## config.mk

```make
export PLATFORM = sky130hd
export DESIGN_NAME = touch_region_hit_test_queue
export DESIGN_NICKNAME = d
export VERILOG_FILES = /design/src/rtl/trhq_pkg.sv /design/src/rtl/trhq_area_mem.sv /design/src/rtl/trhq_level_stack.sv /design/src/rtl/trhq_event_fifo.sv /design/src/rtl/touch_region_hit_test_queue.sv
export SDC_FILE = /design/constraint.sdc
export NUM_CORES = 2
export LEC_CHECK = 0
export BUFFER_PORTS_ARGS = -buffer_cell sky130_fd_sc_hd__buf_2
export CAP_MARGIN = 10
export CORE_MARGIN = 2
export CORE_UTILIZATION = 50
export CTS_CLUSTER_SIZE = 30
export DETAILED_ROUTE_END_ITERATION = 6
export MAX_ROUTING_LAYER = met4
export PLACE_DENSITY = 0.68
export SLEW_MARGIN = 20
export SYNTH_ARGS = -nofsm -noshare
export SYNTH_HDL_FRONTEND = slang
export SYNTH_SLANG_ARGS = --single-unit
```

## constraint.sdc

```tcl
create_clock -name clk -period 5.62 [get_ports clk]
set_clock_uncertainty 0.2 [all_clocks]
set_input_delay 0.843 -clock clk [delete_from_list [all_inputs] [get_ports clk]]
set_output_delay 0.843 -clock clk [all_outputs]
set_load 0.1 [all_outputs]
```

## src/rtl/trhq_pkg.sv

```systemverilog
// ----------------------------------------------------------------------------
// trhq_pkg
// shared types, sizes and codes of the touch region hit test queue
// ----------------------------------------------------------------------------
package trhq_pkg;

  // store sizes
  localparam int AREA_ENTRIES = 64;
  localparam int LEVEL_SLOTS  = 16;
  localparam int EVENT_SLOTS  = 16;

  // address and counter widths that follow from the store sizes
  localparam int AREA_AW  = $clog2(AREA_ENTRIES);
  localparam int LVL_AW   = $clog2(LEVEL_SLOTS);
  localparam int LVL_TW   = $clog2(LEVEL_SLOTS + 1);
  localparam int EVT_AW   = $clog2(EVENT_SLOTS);

  // request and result field widths
  localparam int CMD_W    = 3;
  localparam int IDX_W    = 6;
  localparam int CNT_W    = 7;
  localparam int COORD_W  = 10;
  localparam int EVT_W    = 8;
  localparam int STAT_W   = 8;
  localparam int CODE_W   = 3;
  localparam int QCNT_W   = 4;

  // request commands
  typedef enum logic [CMD_W-1:0] {
    CMD_WRITE_AREA = 3'd0,
    CMD_PUSH_LEVEL = 3'd1,
    CMD_POP_LEVEL  = 3'd2,
    CMD_TOUCH      = 3'd3,
    CMD_POP_EVENT  = 3'd4
  } cmd_t;

  // result codes
  typedef enum logic [CODE_W-1:0] {
    RES_OK          = 3'd0,
    RES_STACK_FULL  = 3'd1,
    RES_POP_BAD     = 3'd2,
    RES_NO_LEVEL    = 3'd3,
    RES_QUEUE_EMPTY = 3'd4,
    RES_BAD_RANGE   = 3'd5
  } res_code_t;

  // sequencer states
  typedef enum logic [1:0] {
    ST_IDLE,
    ST_EXEC,
    ST_SCAN,
    ST_DONE
  } state_t;

  // one touch rectangle, 49 bits
  typedef struct packed {
    logic [COORD_W-1:0] x;
    logic [COORD_W-1:0] y;
    logic [COORD_W-1:0] w;
    logic [COORD_W-1:0] h;
    logic               flag;
    logic [EVT_W-1:0]   event_code;
  } area_t;

  // one level of the stack
  typedef struct packed {
    logic [IDX_W-1:0] base;
    logic [CNT_W-1:0] size;
  } lvl_entry_t;

  typedef struct packed {
    logic       push;
    logic       pop;
    lvl_entry_t entry;
  } lvl_ctl_t;

  typedef struct packed {
    logic       empty;
    logic       full;
    lvl_entry_t top_entry;
  } lvl_stat_t;

  // one queued event
  typedef struct packed {
    logic [EVT_W-1:0]  event_code;
    logic [STAT_W-1:0] status;
  } evt_entry_t;

  typedef struct packed {
    logic       push;
    logic       pop;
    evt_entry_t entry;
  } evt_ctl_t;

  typedef struct packed {
    logic              empty;
    logic              full;
    logic [EVT_AW-1:0] fill;
    evt_entry_t        head;
  } evt_stat_t;

endpackage

```

## src/rtl/trhq_area_mem.sv

```systemverilog
// ----------------------------------------------------------------------------
// trhq_area_mem
// area rectangle store, one write and one registered read per cycle
// ----------------------------------------------------------------------------
module trhq_area_mem (
  input  logic                         clk,
  input  logic                         wr_en,
  input  logic [trhq_pkg::AREA_AW-1:0] wr_addr,
  input  trhq_pkg::area_t              wr_data,
  input  logic [trhq_pkg::AREA_AW-1:0] rd_addr,
  output trhq_pkg::area_t              rd_data
);

  trhq_pkg::area_t mem [trhq_pkg::AREA_ENTRIES];
  trhq_pkg::area_t rd_data_r;

  always_ff @(posedge clk) begin
    if (wr_en) begin
      mem[wr_addr] <= wr_data;
    end
    rd_data_r <= mem[rd_addr];
  end

  assign rd_data = rd_data_r;

endmodule

```

## src/rtl/trhq_level_stack.sv

```systemverilog
// ----------------------------------------------------------------------------
// trhq_level_stack
// stack of levels held in a small memory, top entry read back every cycle
// ----------------------------------------------------------------------------
module trhq_level_stack (
  input  logic                clk,
  input  logic                rst_n,
  input  trhq_pkg::lvl_ctl_t  ctl,
  output trhq_pkg::lvl_stat_t stat
);

  trhq_pkg::lvl_entry_t        mem [trhq_pkg::LEVEL_SLOTS];
  trhq_pkg::lvl_entry_t        top_entry_r;
  logic [trhq_pkg::LVL_TW-1:0] top_r;
  logic [trhq_pkg::LVL_TW-1:0] top_nxt;
  logic [trhq_pkg::LVL_AW-1:0] rd_addr;
  logic [trhq_pkg::LVL_AW-1:0] wr_addr;
  logic                        empty;
  logic                        full;

  assign empty   = (top_r == '0);
  assign full    = (int'(top_r) >= trhq_pkg::LEVEL_SLOTS);
  assign rd_addr = trhq_pkg::LVL_AW'(top_r - 1'b1);
  assign wr_addr = top_r[trhq_pkg::LVL_AW-1:0];

  always_comb begin
    top_nxt = top_r;
    if (ctl.push) begin
      top_nxt = top_r + 1'b1;
    end else if (ctl.pop) begin
      top_nxt = top_r - 1'b1;
    end
  end

  always_ff @(posedge clk) begin
    if (!rst_n) begin
      top_r <= '0;
    end else begin
      top_r <= top_nxt;
    end
  end

  // memory: write at the free slot, read the current top
  always_ff @(posedge clk) begin
    if (ctl.push) begin
      mem[wr_addr] <= ctl.entry;
    end
    top_entry_r <= mem[rd_addr];
  end

  assign stat.empty     = empty;
  assign stat.full      = full;
  assign stat.top_entry = top_entry_r;

  a_push_not_full: assert property (@(posedge clk) disable iff (!rst_n)
    ctl.push |-> !full)
    else $error("level push while stack full");

  a_pop_not_empty: assert property (@(posedge clk) disable iff (!rst_n)
    ctl.pop |-> !empty)
    else $error("level pop while stack empty");

  a_top_bound: assert property (@(posedge clk) disable iff (!rst_n)
    int'(top_r) <= trhq_pkg::LEVEL_SLOTS)
    else $error("level top beyond stack depth");

  a_push_grows: assert property (@(posedge clk) disable iff (!rst_n)
    ctl.push |=> top_r == $past(top_r) + 1'b1)
    else $error("level push did not advance top");

endmodule

```

## src/rtl/trhq_event_fifo.sv

```systemverilog
// ----------------------------------------------------------------------------
// trhq_event_fifo
// ring queue of events in a memory, one slot always left empty
// ----------------------------------------------------------------------------
module trhq_event_fifo (
  input  logic                clk,
  input  logic                rst_n,
  input  trhq_pkg::evt_ctl_t  ctl,
  output trhq_pkg::evt_stat_t stat
);

  trhq_pkg::evt_entry_t        mem [trhq_pkg::EVENT_SLOTS];
  trhq_pkg::evt_entry_t        head_r;
  logic [trhq_pkg::EVT_AW-1:0] wr_ptr_r;
  logic [trhq_pkg::EVT_AW-1:0] wr_ptr_nxt;
  logic [trhq_pkg::EVT_AW-1:0] rd_ptr_r;
  logic [trhq_pkg::EVT_AW-1:0] rd_ptr_nxt;
  logic [trhq_pkg::EVT_AW-1:0] fill;
  logic                        empty;
  logic                        full;

  always_comb begin
    if (wr_ptr_r >= rd_ptr_r) begin
      fill = trhq_pkg::EVT_AW'(wr_ptr_r - rd_ptr_r);
    end else begin
      fill = trhq_pkg::EVT_AW'(trhq_pkg::EVENT_SLOTS + int'(wr_ptr_r) - int'(rd_ptr_r));
    end
  end

  assign empty = (fill == '0);
  assign full  = (int'(fill) == trhq_pkg::EVENT_SLOTS - 1);

  always_comb begin
    wr_ptr_nxt = wr_ptr_r;
    rd_ptr_nxt = rd_ptr_r;
    if (ctl.push) begin
      wr_ptr_nxt = (int'(wr_ptr_r) == trhq_pkg::EVENT_SLOTS - 1) ? '0 : wr_ptr_r + 1'b1;
    end
    if (ctl.pop) begin
      rd_ptr_nxt = (int'(rd_ptr_r) == trhq_pkg::EVENT_SLOTS - 1) ? '0 : rd_ptr_r + 1'b1;
    end
  end

  always_ff @(posedge clk) begin
    if (!rst_n) begin
      wr_ptr_r <= '0;
      rd_ptr_r <= '0;
    end else begin
      wr_ptr_r <= wr_ptr_nxt;
      rd_ptr_r <= rd_ptr_nxt;
    end
  end

  // memory: write at the tail, read the head every cycle
  always_ff @(posedge clk) begin
    if (ctl.push) begin
      mem[wr_ptr_r] <= ctl.entry;
    end
    head_r <= mem[rd_ptr_r];
  end

  assign stat.empty = empty;
  assign stat.full  = full;
  assign stat.fill  = fill;
  assign stat.head  = head_r;

  a_push_not_full: assert property (@(posedge clk) disable iff (!rst_n)
    ctl.push |-> !full)
    else $error("event push while queue full");

  a_pop_not_empty: assert property (@(posedge clk) disable iff (!rst_n)
    ctl.pop |-> !empty)
    else $error("event pop while queue empty");

  a_push_fill: assert property (@(posedge clk) disable iff (!rst_n)
    (ctl.push && !ctl.pop) |=> fill == $past(fill) + 1'b1)
    else $error("event push did not raise fill");

endmodule

```

## src/rtl/touch_region_hit_test_queue.sv

```systemverilog
// ----------------------------------------------------------------------------
// touch_region_hit_test_queue
// touch area store with a level stack, hit test scan and event queue
// ----------------------------------------------------------------------------
// usage
//   one request channel (in_valid / in_stall) carries a command and its
//   fields; every request gives exactly one result on the out_ channel
//   (out_valid / out_stall). commands: write area, push level, pop level,
//   touch, pop event.
//   a touch over a level of n areas tests up to n areas, stopping at the
//   first hit; no scan is run when the stack is empty or the level has no
//   areas. the scan reads one area per cycle from the single read port of
//   the area memory; requests are handled one at a time.
//   in_stall is high while a request is being worked on; a new request is
//   taken as soon as the previous result sits in the output register, even
//   while the receiver still stalls it.
//   a stalled result holds in the output register until taken; the
//   finished next result waits in the sequencer until the slot is free.
//   reset: level stack and event queue come up empty, output is idle; the
//   area store, level entries and event slots hold nothing meaningful
//   until written, and no clearing pass is run.
// ----------------------------------------------------------------------------
module touch_region_hit_test_queue (
  input  logic        clk,
  input  logic        rst_n,

  // request channel
  input  logic        in_valid,
  output logic        in_stall,
  input  logic [2:0]  in_cmd,
  input  logic [5:0]  in_region_index,
  input  logic [6:0]  in_level_count,
  input  logic [9:0]  in_area_x,
  input  logic [9:0]  in_area_y,
  input  logic [9:0]  in_area_w,
  input  logic [9:0]  in_area_h,
  input  logic        in_area_flag,
  input  logic [7:0]  in_area_event,
  input  logic [9:0]  in_touch_x,
  input  logic [9:0]  in_touch_y,
  input  logic [7:0]  in_touch_status,

  // result channel
  output logic        out_valid,
  input  logic        out_stall,
  output logic [2:0]  out_result_code,
  output logic        out_hit,
  output logic [5:0]  out_hit_area,
  output logic [7:0]  out_event,
  output logic [7:0]  out_status,
  output logic [3:0]  out_queue_count
);

  // sequencer state
  trhq_pkg::state_t                 state_r;
  trhq_pkg::state_t                 state_nxt;

  // captured request
  logic [trhq_pkg::CMD_W-1:0]       cmd_r;
  logic [trhq_pkg::IDX_W-1:0]       idx_r;
  logic [trhq_pkg::CNT_W-1:0]       cnt_r;
  trhq_pkg::area_t                  area_r;
  logic [trhq_pkg::COORD_W-1:0]     tx_r;
  logic [trhq_pkg::COORD_W-1:0]     ty_r;
  logic [trhq_pkg::STAT_W-1:0]      ts_r;

  // scan position and areas still to test
  logic [trhq_pkg::AREA_AW-1:0]     scan_k_r;
  logic [trhq_pkg::AREA_AW-1:0]     scan_k_nxt;
  logic [trhq_pkg::CNT_W-1:0]       scan_left_r;
  logic [trhq_pkg::CNT_W-1:0]       scan_left_nxt;

  // result being built
  trhq_pkg::res_code_t              res_code_r;
  trhq_pkg::res_code_t              res_code_nxt;
  logic                             res_hit_r;
  logic                             res_hit_nxt;
  logic [trhq_pkg::IDX_W-1:0]       res_area_r;
  logic [trhq_pkg::IDX_W-1:0]       res_area_nxt;
  logic [trhq_pkg::EVT_W-1:0]       res_ev_r;
  logic [trhq_pkg::EVT_W-1:0]       res_ev_nxt;
  logic [trhq_pkg::STAT_W-1:0]      res_st_r;
  logic [trhq_pkg::STAT_W-1:0]      res_st_nxt;

  // output register
  logic                             out_valid_r;
  logic                             out_load;
  logic [trhq_pkg::CODE_W-1:0]      out_code_r;
  logic                             out_hit_r;
  logic [trhq_pkg::IDX_W-1:0]       out_area_r;
  logic [trhq_pkg::EVT_W-1:0]       out_ev_r;
  logic [trhq_pkg::STAT_W-1:0]      out_st_r;
  logic [trhq_pkg::QCNT_W-1:0]      out_qcnt_r;

  // memory side
  logic                             area_we;
  logic [trhq_pkg::AREA_AW-1:0]     area_rd_addr;
  trhq_pkg::area_t                  area_rd_data;
  trhq_pkg::lvl_ctl_t               lvl_ctl;
  trhq_pkg::lvl_stat_t              lvl_stat;
  trhq_pkg::evt_ctl_t               evt_ctl;
  trhq_pkg::evt_stat_t              evt_stat;

  // hit test of the area read back this cycle
  logic                             flag_ok;
  logic                             in_x;
  logic                             in_y;
  logic                             area_match;
  logic                             in_accept;

  assign in_stall  = (state_r != trhq_pkg::ST_IDLE);
  assign in_accept = in_valid && !in_stall;

  // --------------------------------------------------------------------------
  // storage units
  // --------------------------------------------------------------------------
  trhq_area_mem u_area_mem (
    .clk     (clk),
    .wr_en   (area_we),
    .wr_addr (idx_r[trhq_pkg::AREA_AW-1:0]),
    .wr_data (area_r),
    .rd_addr (area_rd_addr),
    .rd_data (area_rd_data)
  );

  trhq_level_stack u_level_stack (
    .clk   (clk),
    .rst_n (rst_n),
    .ctl   (lvl_ctl),
    .stat  (lvl_stat)
  );

  trhq_event_fifo u_event_fifo (
    .clk   (clk),
    .rst_n (rst_n),
    .ctl   (evt_ctl),
    .stat  (evt_stat)
  );

  // --------------------------------------------------------------------------
  // request capture; level top and queue head are read during the accept
  // cycle and show up in the execute state
  // --------------------------------------------------------------------------
  always_ff @(posedge clk) begin
    if (in_accept) begin
      cmd_r               <= in_cmd;
      idx_r               <= in_region_index;
      cnt_r               <= in_level_count;
      area_r.x            <= in_area_x;
      area_r.y            <= in_area_y;
      area_r.w            <= in_area_w;
      area_r.h            <= in_area_h;
      area_r.flag         <= in_area_flag;
      area_r.event_code   <= in_area_event;
      tx_r                <= in_touch_x;
      ty_r                <= in_touch_y;
      ts_r                <= in_touch_status;
    end
  end

  // area suits the touch: flagged areas answer status zero only, unflagged areas nonzero status only
  assign flag_ok = (area_rd_data.flag == (ts_r == '0));
  // point inside, right and bottom edges excluded; sums kept one bit wider
  assign in_x = (tx_r >= area_rd_data.x) &&
                ({1'b0, tx_r} < ({1'b0, area_rd_data.x} + {1'b0, area_rd_data.w}));
  assign in_y = (ty_r >= area_rd_data.y) &&
                ({1'b0, ty_r} < ({1'b0, area_rd_data.y} + {1'b0, area_rd_data.h}));
  assign area_match = flag_ok && in_x && in_y;

  // --------------------------------------------------------------------------
  // sequencer
  // --------------------------------------------------------------------------
  always_ff @(posedge clk) begin
    if (!rst_n) begin
      state_r <= trhq_pkg::ST_IDLE;
    end else begin
      state_r <= state_nxt;
    end
  end

  always_ff @(posedge clk) begin
    scan_k_r    <= scan_k_nxt;
    scan_left_r <= scan_left_nxt;
    res_code_r  <= res_code_nxt;
    res_hit_r   <= res_hit_nxt;
    res_area_r  <= res_area_nxt;
    res_ev_r    <= res_ev_nxt;
    res_st_r    <= res_st_nxt;
  end

  always_comb begin
    state_nxt         = state_r;
    scan_k_nxt        = scan_k_r;
    scan_left_nxt     = scan_left_r;
    res_code_nxt      = res_code_r;
    res_hit_nxt       = res_hit_r;
    res_area_nxt      = res_area_r;
    res_ev_nxt        = res_ev_r;
    res_st_nxt        = res_st_r;
    area_we           = 1'b0;
    area_rd_addr      = scan_k_r;
    lvl_ctl.push      = 1'b0;
    lvl_ctl.pop       = 1'b0;
    lvl_ctl.entry     = '{base: idx_r, size: cnt_r};
    evt_ctl.push      = 1'b0;
    evt_ctl.pop       = 1'b0;
    evt_ctl.entry     = '{event_code: area_rd_data.event_code, status: ts_r};
    out_load          = 1'b0;

    unique case (state_r)
      trhq_pkg::ST_IDLE: begin
        res_code_nxt = trhq_pkg::RES_OK;
        res_hit_nxt  = 1'b0;
        res_area_nxt = '0;
        res_ev_nxt   = '0;
        res_st_nxt   = '0;
        if (in_valid) begin
          state_nxt = trhq_pkg::ST_EXEC;
        end
      end

      trhq_pkg::ST_EXEC: begin
        state_nxt = trhq_pkg::ST_DONE;
        unique case (cmd_r)
          trhq_pkg::CMD_WRITE_AREA: begin
            if (int'(idx_r) >= trhq_pkg::AREA_ENTRIES) begin
              res_code_nxt = trhq_pkg::RES_BAD_RANGE;
            end else begin
              area_we = 1'b1;
            end
          end
          trhq_pkg::CMD_PUSH_LEVEL: begin
            if (int'(idx_r) + int'(cnt_r) > trhq_pkg::AREA_ENTRIES) begin
              res_code_nxt = trhq_pkg::RES_BAD_RANGE;
            end else if (lvl_stat.full) begin
              res_code_nxt = trhq_pkg::RES_STACK_FULL;
            end else begin
              lvl_ctl.push = 1'b1;
            end
          end
          trhq_pkg::CMD_POP_LEVEL: begin
            if (lvl_stat.empty || (lvl_stat.top_entry.base != idx_r)) begin
              res_code_nxt = trhq_pkg::RES_POP_BAD;
            end else begin
              lvl_ctl.pop = 1'b1;
            end
          end
          trhq_pkg::CMD_TOUCH: begin
            if (lvl_stat.empty) begin
              res_code_nxt = trhq_pkg::RES_NO_LEVEL;
            end else if (lvl_stat.top_entry.size != '0) begin
              // start the scan at the level base
              area_rd_addr  = lvl_stat.top_entry.base[trhq_pkg::AREA_AW-1:0];
              scan_k_nxt    = lvl_stat.top_entry.base[trhq_pkg::AREA_AW-1:0];
              scan_left_nxt = lvl_stat.top_entry.size;
              state_nxt     = trhq_pkg::ST_SCAN;
            end
          end
          trhq_pkg::CMD_POP_EVENT: begin
            if (evt_stat.empty) begin
              res_code_nxt = trhq_pkg::RES_QUEUE_EMPTY;
            end else begin
              evt_ctl.pop = 1'b1;
              res_ev_nxt  = evt_stat.head.event_code;
              res_st_nxt  = evt_stat.head.status;
            end
          end
          default: begin
            res_code_nxt = trhq_pkg::RES_BAD_RANGE;
          end
        endcase
      end

      trhq_pkg::ST_SCAN: begin
        // area data of scan_k_r is valid here
        if (area_match) begin
          res_hit_nxt  = 1'b1;
          res_area_nxt = trhq_pkg::IDX_W'(scan_k_r);
          // full queue drops the event silently
          evt_ctl.push = !evt_stat.full;
          state_nxt    = trhq_pkg::ST_DONE;
        end else if (scan_left_r == trhq_pkg::CNT_W'(1)) begin
          state_nxt = trhq_pkg::ST_DONE;
        end else begin
          area_rd_addr  = scan_k_r + 1'b1;
          scan_k_nxt    = scan_k_r + 1'b1;
          scan_left_nxt = scan_left_r - 1'b1;
        end
      end

      trhq_pkg::ST_DONE: begin
        // memory writes of this request have landed, so the next request
        // reads up-to-date stack, queue and area data
        if (!out_valid_r || !out_stall) begin
          out_load  = 1'b1;
          state_nxt = trhq_pkg::ST_IDLE;
        end
      end

      default: begin
        state_nxt = trhq_pkg::ST_IDLE;
      end
    endcase
  end

  // --------------------------------------------------------------------------
  // output register
  // --------------------------------------------------------------------------
  always_ff @(posedge clk) begin
    if (!rst_n) begin
      out_valid_r <= 1'b0;
    end else if (out_load) begin
      out_valid_r <= 1'b1;
    end else if (!out_stall) begin
      out_valid_r <= 1'b0;
    end
  end

  always_ff @(posedge clk) begin
    if (out_load) begin
      out_code_r <= res_code_r;
      out_hit_r  <= res_hit_r;
      out_area_r <= res_area_r;
      out_ev_r   <= res_ev_r;
      out_st_r   <= res_st_r;
      // queue pointers already reflect this request
      out_qcnt_r <= evt_stat.fill;
    end
  end

  assign out_valid       = out_valid_r;
  assign out_result_code = out_code_r;
  assign out_hit         = out_hit_r;
  assign out_hit_area    = out_area_r;
  assign out_event       = out_ev_r;
  assign out_status      = out_st_r;
  assign out_queue_count = out_qcnt_r;

  // --------------------------------------------------------------------------
  // checks
  // --------------------------------------------------------------------------
  a_accept_exec: assert property (@(posedge clk) disable iff (!rst_n)
    in_accept |=> state_r == trhq_pkg::ST_EXEC)
    else $error("accepted request did not start");

  a_scan_bound: assert property (@(posedge clk) disable iff (!rst_n)
    state_r == trhq_pkg::ST_SCAN |->
      (scan_left_r != '0) &&
      (int'(scan_k_r) + int'(scan_left_r) <= trhq_pkg::AREA_ENTRIES))
    else $error("scan outside the level range");

  a_done_waits: assert property (@(posedge clk) disable iff (!rst_n)
    (state_r == trhq_pkg::ST_DONE && out_valid_r && out_stall) |=>
      state_r == trhq_pkg::ST_DONE && out_valid_r)
    else $error("result overwrote a stalled result");

  a_hit_is_touch: assert property (@(posedge clk) disable iff (!rst_n)
    (out_load && res_hit_r) |-> cmd_r == trhq_pkg::CMD_TOUCH)
    else $error("hit reported for a non-touch request");

endmodule
```

# Word level (Yosys, flattened, before mapping)
# Memory sizes are Yosys's and may differ from the RTL's. A register that Yosys moved wholly into a read port is not among the register bits.
# Cells that the tools add are included.
# Widths: inputs -> output; s select.
# totals
output_inout_bits,32
input_bits,97
romBits,0
mem_count,3
regBits,178
mem_bits_rw,3600
latchBits,0
# classes
n_reduce_logical,27
bitwise,0
n_eq_ne,30
n_addsub,12
muxes,65
div,0
shift,0
multipliers,0
magnitude_cmp,7
# mem_list
memory,depth,word_bits,read_ports,rd_clocked_by_memory_dff,write_ports,line,source
u_area_mem.mem,64,49,1,1,1,trhq_area_mem.sv:14,trhq_pkg::area_t mem [trhq_pkg::AREA_ENTRIES];
u_event_fifo.mem,16,16,1,1,1,trhq_event_fifo.sv:12,trhq_pkg::evt_entry_t mem [trhq_pkg::EVENT_SLOTS];
u_level_stack.mem,16,13,1,1,1,trhq_level_stack.sv:12,trhq_pkg::lvl_entry_t mem [trhq_pkg::LEVEL_SLOTS];
# ops
cell,n
$mux 6,6
$mux 7,5
$mux 8,4
$pmux 8 s2,2
$mux 1,26
$pmux 6 s2,2
$add 10x10->11,2
$lt 10x11->1,2
$ge 10x10->1,2
$ne 2x2->1 const B,9
$mux 3,5
$pmux 3 s5,1
$pmux 7 s2,1
$eq 4x1->1 const B,3
$mux 4,3
$reduce_and 6->1,2
$mux 2,5
$mux 5,2
$reduce_bool 2->1,5
$add 4x1->4 const B,2
$add 6x7->8,1
$gt 8x7->1 const B,1
$logic_not 8->1,1
$pmux 2 s4,1
32 further kinds,48

# Longest topological paths before layout
# logic_depth
word_depth,9
ltp_mapped,28

# By module
# Synthesis repeated with hierarchy kept, for this count alone.
# unflattened
cells_unflattened,6829
hier_area_um2,147770.5
# by_module_without_submodules
module,cells_per_inst,instances,seq_area_each_um2,area_each_um2
trhq_area_mem,5352,1,95151.3,120560.6
trhq_event_fifo,499,1,8167.8,10651.5
trhq_level_stack,406,1,6606.3,8699.6
touch_region_hit_test_queue,572,1,4864.7,7858.8

# Worst setup path before layout
# Ideal clock, no wire load.
# synth_path
path_type,reg2reg
from,register state_r[0]
to,register area_r[0] (netlist name) (enable)
synth_period_minus_slack_ns,5.827
setup_ns,0.548
t_arrival_ns,5.079
stages_incl_launch_ff,5
setup_slack_ns,-0.207
path_cell_list,dfxtp_1 -> inv_1 -> ha_1 -> inv_1 -> nor2_1
# synth_via
elab_chain_cells,3
# synth_lines
item,line,source
"start, declared",touch_region_hit_test_queue.sv:55,trhq_pkg::state_t state_r;
"start signal, assigned",touch_region_hit_test_queue.sv:175,state_r <= trhq_pkg::ST_IDLE;
"start signal, assigned",touch_region_hit_test_queue.sv:177,state_r <= state_nxt;
$reduce_bool 2->1,touch_region_hit_test_queue.sv:111,assign in_stall = (state_r != trhq_pkg::ST_IDLE);
net in_stall,touch_region_hit_test_queue.sv:29,"output logic in_stall,"
$logic_not 1->1,touch_region_hit_test_queue.sv:112,assign in_accept = in_valid && !in_stall;
$logic_and 1x1->1,touch_region_hit_test_queue.sv:112,
net in_accept,touch_region_hit_test_queue.sv:109,logic in_accept;
"end, declared",touch_region_hit_test_queue.sv:62,trhq_pkg::area_t area_r;
# The timed path passes the listed nets, and every way through them passes these cells.
# A chain may end at the register's enable or synchronous reset.

# Worst setup path in the final report
# layout_path
from,register u_area_mem.rd_data[29] (netlist name)
to,register u_area_mem.rd_data[46] (netlist name)
# layout_via
elab_chain_cells,6
# layout_lines
item,line,source
$add 10x10->11,touch_region_hit_test_queue.sv:167,"({1'b0, ty_r} < ({1'b0, area_rd_data.y} + {1'b0, area_rd_data.h}));"
$lt 10x11->1,touch_region_hit_test_queue.sv:167,
$logic_and 1x1->1 (*),touch_region_hit_test_queue.sv:166,assign in_y = (ty_r >= area_rd_data.y) &&
$logic_and 1x1->1 (*),touch_region_hit_test_queue.sv:168,assign area_match = flag_ok && in_x && in_y;
$mux 6 (*),n/a,
$pmux 6 s2 (*),n/a,
# Every way passes the cells marked *; elsewhere a longest branch is shown, timed or not.

==> flow_summary.ini <==
[sta]
finalCritPeriodShare_pct = 105
maxSlewViolCount = 0
rsz0062_at_grt = true
final.setup.worst_slack_ns = -0.263
finalSetupTns_ns = -8.71
fmax_ghz = 0.170
relSlewSlack_pct = 17.4
setup_viol = 49
tightestPinTransition_ns = 1.24
finalHoldViolCount = 0
min_period_ns = 5.88

[worst_setup_path]
worst-path-max-fanout = 6
startpoint = u_area_mem.rd_data[29]$_DFF_P_
cp_slowest_cell = mux2_8
start_kind = register
critPathTopFamily = compound AO/OA/AOI/OAI gates
cpPeakStageDelay_ns = 0.43
reg2reg_from = u_area_mem.rd_data[29]$_DFF_P_
critical_path.endpoint = u_area_mem.rd_data[46]$_DFF_P_
arrival_ns = 6.47
reg2reg_slack_ns = -0.26
worstSetupPathType = register to register
crit_required_ns = 6.21
crit_buf_inv = 7
cp.depth = 27
cp-end-kind = register
worstRegToRegCells = 27
reg2reg_to = u_area_mem.rd_data[46]$_DFF_P_

[die]
rows = 201
core_sq_mm = 0.300
start_util_pct = 50.2
die_w_um = 553
ios = 129
die_h_um = 553
dieArea_sq_mm = 0.305

[power_and_ir_drop]
internal-power_mw = 67.8
pwr-share-comb_pct = 42.5
p_seq_share_pct = 33.0
power.share.clock_pct = 24.5
switching_share_pct = 35.3
switchingPower_mw = 37.0
ir_drop_uv = 444
power_leakage_nw = 63.3
p_per_area_mw_per_mm2 = 571

[synth]
synth_top_area_share_pct = 74.9
synth-seq-cells = 3856
synth_nets = 9637
syn-cell-area_sq_mm = 0.151
synth_edf_count = 3756
synth_common_cells = edfxtp_1 (3756), nand2_1 (1841), nand3_1 (881), mux2i_1 (778), clkbuf_1 (254)
ys_seq_area_share_pct = 76.3
synth_area_leaders = edfxtp_1 (75%), mux2i_1 (5.2%), nand2_1 (4.6%)
synth_cells = 9453
avgSynthCellArea_sq_um = 15.9
async_flop_share_pct = 0
synth.yosys.warnings = 0
yosys.area.top_type = edfxtp_1
synth.most_common_cell = edfxtp_1
synthFlopType = edfxtp_1
synthDistinctLibCells = 75

[cts]
cts_root_buf = clkbuf_16
cts_max_level = 5
clk_transition_reported_paths_ns = 0.06
clock_path_buffers = 4
cts.sinks = 3856
cts_tree = done
cts_buffers = 388
worstSkewPairLatency_ns = 0.98

[placed_design]
hpwl_um = 262000
pre_cts_slack_ns = -1.13
gp_congestion = 0.949
place_inst = 13800
numPortBuffers = 128
placed_area_sq_mm = 0.163

[grt]
grt_max_degree = 65
antenna_found_initial = 12
track_usage_pct = 30.8
first_global_vias = 89100
grt_pass1_wl_um = 652000
gr-total-overflow = 0

[finish]
final_nets = 10800
stdcell_count = 14900
finalInstanceArea_sq_mm = 0.184
areaGrowthSynthToFinish_pct = 21.9
drive_gt1_share_pct = 21.9

[worst_hold_path]
min_delay_path_depth = 3
min_path_type = input port to register
hold_path.startpoint = out_stall

[detailed_routing]
vias_per_cell = 6.38
vias = 94900
drt_iter0_markers = 15400
drc = 7
wire_per_inst_um = 32.7
drtAntennaViolNets = 0
firstDrtPassIters = 7
wl_um = 486000

[run]
cap_violations = 0

[status]
status = finished with violations
violations = design-rule violations, negative setup slack
layer usage:
| layer | vias up | wire [um] | track usage [%] |
|---|---|---|---|
| met4 | 0 | 33700 | 16.4 |
| met1 | 47300 | 171000 | 40.2 |
| met3 | 1662 | 63900 | 6.05 |
| li1 | 38600 | - | - |
| met5 | - | 0 | - |
| met2 | 7325 | 217000 | 45.9 |
power groups by stage:
stage / Sequential (mW) / Combinational, mW / Clock [mW]
2_1_floorplan: 35.6 / 21.0 / 0
3_3_place_gp: 35.1 / 33.8 / 0
3_5_place_dp: 35.2 / 34.5 / 0
4_1_cts: 34.6 / 37.7 / 25.9
5_1_grt: 34.7 / 46.6 / 27.0
6_report: 34.6 / 44.5 / 25.7
final cells by class:
class	instances	area [sq um]
clock buffers	491	10300
repair buffers	1269	15000
multi-input cells	4983	35700
repair inverters	2	22.5
flip-flops and latches	3856	115000
fillers	21100	116000
inverters	66	344
diodes	10	25.0
clock inverters	227	2400
well taps	3958	4950
cells by family (layout without fill, tap and decap cells):
logic type	Yosys count	in the layout	share of synthesized area (%)
AOI/OAI and AO/OA	715	715	3.30
xor gates and xnor gates	40	40	0.233
adders and majority gates	88	88	0.750
buffers and inverters	614	2055	1.80
DFF	3856	3856	76.3
muxes	1018	1018	8.68
other	0	10	0
and+or+nand+nor	3122	3122	8.98
sequential cells by signal (all words and copies together) (netlist names), 6 cells and up:
register            flops
u_level_stack.mem     208
u_area_mem.mem       3136
out_status              8
area_r                 49
ts_r                    8
ty_r                   10
scan_left_r             7
u_event_fifo.mem      256
scan_k_r                6
res_st_r                8
out_hit_area            6
res_ev_r                8
u_event_fifo.stat      16
out_event               8
u_area_mem.rd_data     49
tx_r                   10
idx_r                   6
u_level_stack.stat     13
res_area_r              6
cnt_r                   7
stage by stage:
stage	util (%)	power [mW]	hold slack [ns]
3_3_place_gp	54.3	69.0	0.203
6_report	61.2	105	0.0788
2_1_floorplan	-	56.6	0.200
5_1_grt	61.2	108	0.0905
3_5_place_dp	54.3	69.7	0.205
4_1_cts	59.6	98.2	0.0197
worst min path at each step:
stage,slack (ns),end
final,0.08,out_valid$_SDFFE_PN0P_
after global routing,0.09,u_level_stack.top_r[4]$_SDFFE_PN0P_
after CTS,0.02,out_valid$_SDFFE_PN0P_
after detailed placement,0.20,out_hit_area[3]$_DFFE_PP_
after global placement,0.20,out_event[0]$_DFFE_PP_
after floorplan,0.20,out_event[0]$_DFFE_PP_
what timing repair did:
item                                    CTS  global route
endpoints found under the setup margin   49            49
pin swaps                                71           190
hold buffers                             93             0
hold endpoints to repair                 93             0
buffers inserted                         61           119
gates cloned                             21            65
resized for setup                       241           439
worst register-to-register path, delay by kind of cell (launching register included):
family                     cells  cell delay (ns)
AOI/OAI and AO/OA             11             1.66
buffers and inverters          7             1.20
adders and majority gates      3             0.89
and+or+nand+nor                4             0.78
muxes                          1             0.43
DFF                            1             0.42
xor gates and xnor gates       1             0.14
layout by cell type, fill, tap and decap left out, drive strengths merged, types with 78 or more instances in the layout:
| cell | synthesis | routed |
|---|---|---|
| dlygate4sd3 | 0 | 93 |
| a211oi | 78 | 78 |
| mux2i | 778 | 778 |
| mux4 | 229 | 229 |
| a32oi | 78 | 78 |
| clkinv | 0 | 171 |
| clkbuf | 254 | 550 |
| a21oi | 218 | 218 |
| nor2 | 139 | 139 |
| o2111ai | 86 | 86 |
| ha | 83 | 83 |
| dfxtp | 100 | 100 |
| edfxtp | 3756 | 3756 |
| nand3 | 882 | 882 |
| buf | 294 | 1108 |
| nand2 | 1841 | 1841 |
No activity file was read; power rests on OpenSTA's default activity.
